`config.mk`:
```
export PLATFORM = sky130hd
export DESIGN_NAME = fldm_ram
export DESIGN_NICKNAME = d
export VERILOG_FILES = /design/src/design/fldm_ram.sv
export SDC_FILE = /design/constraint.sdc
export NUM_CORES = 2
export LEC_CHECK = 0
export BUFFER_PORTS_ARGS = -buffer_cell sky130_fd_sc_hd__buf_2
export CORE_MARGIN = 2
export CORE_UTILIZATION = 50
export DETAILED_ROUTE_END_ITERATION = 8
export PLACE_DENSITY = 0.65
export SLEW_MARGIN = 20
export SYNTH_ARGS = -nofsm -noshare
export SYNTH_HDL_FRONTEND = slang
export SYNTH_SLANG_ARGS = --single-unit
export TNS_END_PERCENT = 100
```
`constraint.sdc`:
```
create_clock -name clock -period 3.1 [get_ports clock]
set_input_delay 0.62 -clock clock [delete_from_list [all_inputs] [get_ports clock]]
set_output_delay 0.62 -clock clock [all_outputs]
set_load 0.02 [all_outputs]
```
`src/design/fldm_ram.sv`:
```
module fldm_ram #(
   parameter int unsigned WIDTH  = 8,
   parameter int unsigned DEPTH  = 256,
   parameter int unsigned ADDR_W = (DEPTH > 1) ? $clog2(DEPTH) : 1
) (
   input  logic              clock,
   input  logic              wr_en,
   input  logic [ADDR_W-1:0] wr_addr,
   input  logic [WIDTH-1:0]  wr_data,
   input  logic [ADDR_W-1:0] rd_addr,
   output logic [WIDTH-1:0]  rd_data
);

   logic [WIDTH-1:0] mem [DEPTH];

   always_ff @(posedge clock) begin
      if (wr_en) begin
         mem[wr_addr] <= wr_data;
      end
      rd_data <= mem[rd_addr];
   end

endmodule

```
==> flow_metrics.tcl <==
set metrics [dict create \
    status "complete, no violations" \
    cts_tree "built" \
    clock_path_buffers 3 \
    gr-usage-all-layers_pct 24.5 \
    cts_max_level 4 \
    syn_area_per_cell_um2 21.3 \
    yosys_most_used_dff "edfxtp_1" \
    setup_ws_ps 182 \
    cts_sinks 2056 \
    rsz0062_at_grt "false" \
    pre_cts_ws_ps -694 \
    first_global_vias 40444 \
    synth.cell_area_um2 79600 \
    fin_crit_ps 2920 \
    async_flop_share_pct 0 \
    start_util_pct 50.3 \
    via_per_inst 6.20 \
    place_hpwl_um 126000 \
    layout_worst_path_cycle_share_pct 94.1 \
    ys_seq_elements 2056 \
    clock_skew_ps 25.3 \
    dieArea_um2 162000 \
    io_buffers 33 \
    fp.dieH_um 403 \
    dr_total_vias 40840 \
    grt_pass1_wl_um 286000 \
    syn_nets 3759 \
    clkLatencyLatePin_ps 830 \
    wirelength_um 197000 \
    cts_buffers 200 \
    worst-setup-path-type "input pin to flop" \
    setup_violations 0 \
    cts_root_buffer "clkbuf_16" \
    die_width_um 403 \
    yosysUniqueCellTypes 55 \
    initialDrtViolationCount 5121 \
    first_pass_iters 6 \
    fin_nets 4378 \
    drive_above_1_share_pct 31.1 \
    place_congestion 0.886 \
    clkTransAtPathRegs_ps 60 \
    power.density_nw_per_um2 618 \
    timing.fmax_mhz 343 \
    synth_edf_count 2048 \
    coreArea_um2 158000 \
    cp_data_arrival_time_ps 3610 \
    crit_fanout 27 \
    grt_max_degree 113 \
    worst_setup_path_end_kind "flop" \
    ios 34 \
    ys_warn_count 0 \
    wire_per_inst_um 30.0 \
    drv_slew 0 \
    hold-worst-slack_ps 73.8 \
    cts_hold_buffers 0 \
    max_slew.worst_pin.slew_ps 915 \
    post_cts_buffers 0 \
    area_growth_pct 16.7 \
    critPathRequiredTime_ps 3790 \
    antenna_found_initial 9 \
    setup_tns_ps 0 \
    row_count 146 \
    hp-class "input pin to flop" \
    drc_errors 0 \
    slew_headroom_pct 38.4 \
    p_leak_nw 30.0 \
    start_kind "input pin" \
    final_cell_mix "edfxtp_1 (2048), buf_4 (549), mux4_2 (454)" \
    ir_drop_mv 0.557 \
    fillers 11418 \
    final_common_cell "edfxtp_1" \
    post_cts_resized 0 \
    ys_seq_area_share_pct 77.5 \
    ant_nets 0 \
    maxCapViolations 0 \
    hold_violations 0 \
    synthCells 3733 \
    grt_overflow_total 0 \
]
==> layer usage <==
layer | part of all wire (%) | wire, um | global-route usage [%]
met1 | 41 | 80200 | 35.9
met2 | 48 | 95000 | 38.5
met3 | 8.6 | 17000 | 4.22
met4 | 2.7 | 5270 | 6.98
met5 | 0.014 | 27 | 0
==> area by class of cell <==
class | instances | area, um2 | share of cell area, %
flip-flops and latches | 2056 | 61700 | 66.4
well taps | 2072 | 2590 | 2.79
diodes | 1 | 2.50 | 0.00269
clock buffers | 255 | 5370 | 5.78
multi-input cells | 1442 | 16500 | 17.8
inverters | 2 | 7.51 | 0.00808
repair buffers | 650 | 5760 | 6.20
clock inverters | 113 | 992 | 1.07
==> worst paths after layout <==
kind	start	end	slack, ps	depth (start not counted)
max	rd_addr[0]	rd_data[1]	180	9
min	wr_data[4]	mem[216][4]	70	1
max reg2reg	mem[51][1]	rd_data[1]	400	6
min reg2reg	mem[40][3]	rd_data[3]	1070	7
==> worst max-delay path, cell delays in order <==
cell	delay (ps)
buf_8	140
buf_12	230
buf_12	280
mux4_2	540
o211ai_1	310
nand3_1	240
nor4_1	850
buf_4	260
nor4_1	50
==> per-stage QoR <==
step	instance area, um2	total power [mW]	std cells	util [%]
6_report	92900	57.4	6591	58.7
5_1_grt	92900	58.9	6590	58.7
4_1_cts	92900	57.8	6590	58.7
3_5_place_dp	86500	34.4	6222	54.7
3_3_place_gp	86500	34.4	6222	54.7
2_1_floorplan	79600	32.8	3733	-
==> logic make-up (layout without fill, tap and decap cells) <==
group	Yosys count	after routing	share of synthesized area, %
flip-flops	2056	2056	77.5
AO/OA/AOI/OAI	385	385	3.42
buffers and inverters	235	1020	1.83
multiplexers	591	591	14.6
AND/OR/NAND/NOR	466	466	2.63
other	0	1	0
==> sequential cells by signal, indices dropped and copies added, names as in the netlist <==
| name | cells |
|---|---|
| rd_data | 8 |
| mem | 2048 |
==> cell usage after synthesis (all sizes together) (4+ instances only) <==
cell	instances	area share, %
edfxtp	2048	77
o32ai	5	0.064
o22ai	28	0.22
o221ai	47	0.53
buf	122	1.3
a22o	8	0.088
a21oi	96	0.60
nor4	27	0.24
nor2b	31	0.24
o211ai	10	0.094
nand2	33	0.16
and2	6	0.047
mux2i	134	1.7
o21ai	12	0.075
nand3	34	0.21
nor3	22	0.14
clkbuf	111	0.52
nand2b	8	0.063
a22oi	133	1.3
a2111oi	5	0.066
dfxtp	8	0.20
nand4	10	0.079
mux4	456	13
nor2	282	1.3
a221oi	14	0.16
o22a	5	0.055
a211oi	16	0.15
or2	4	0.031
==> where the power goes <==
part / total [mW] / switching [mW] / leakage (nW) / internal, mW
logic: 3.12 / 1.90 / 8.42 / 1.22
registers: 30.7 / 0.0801 / 18.5 / 30.6
clock network: 23.6 / 10.1 / 3.10 / 13.5
(Power assumes the default switching activity.)
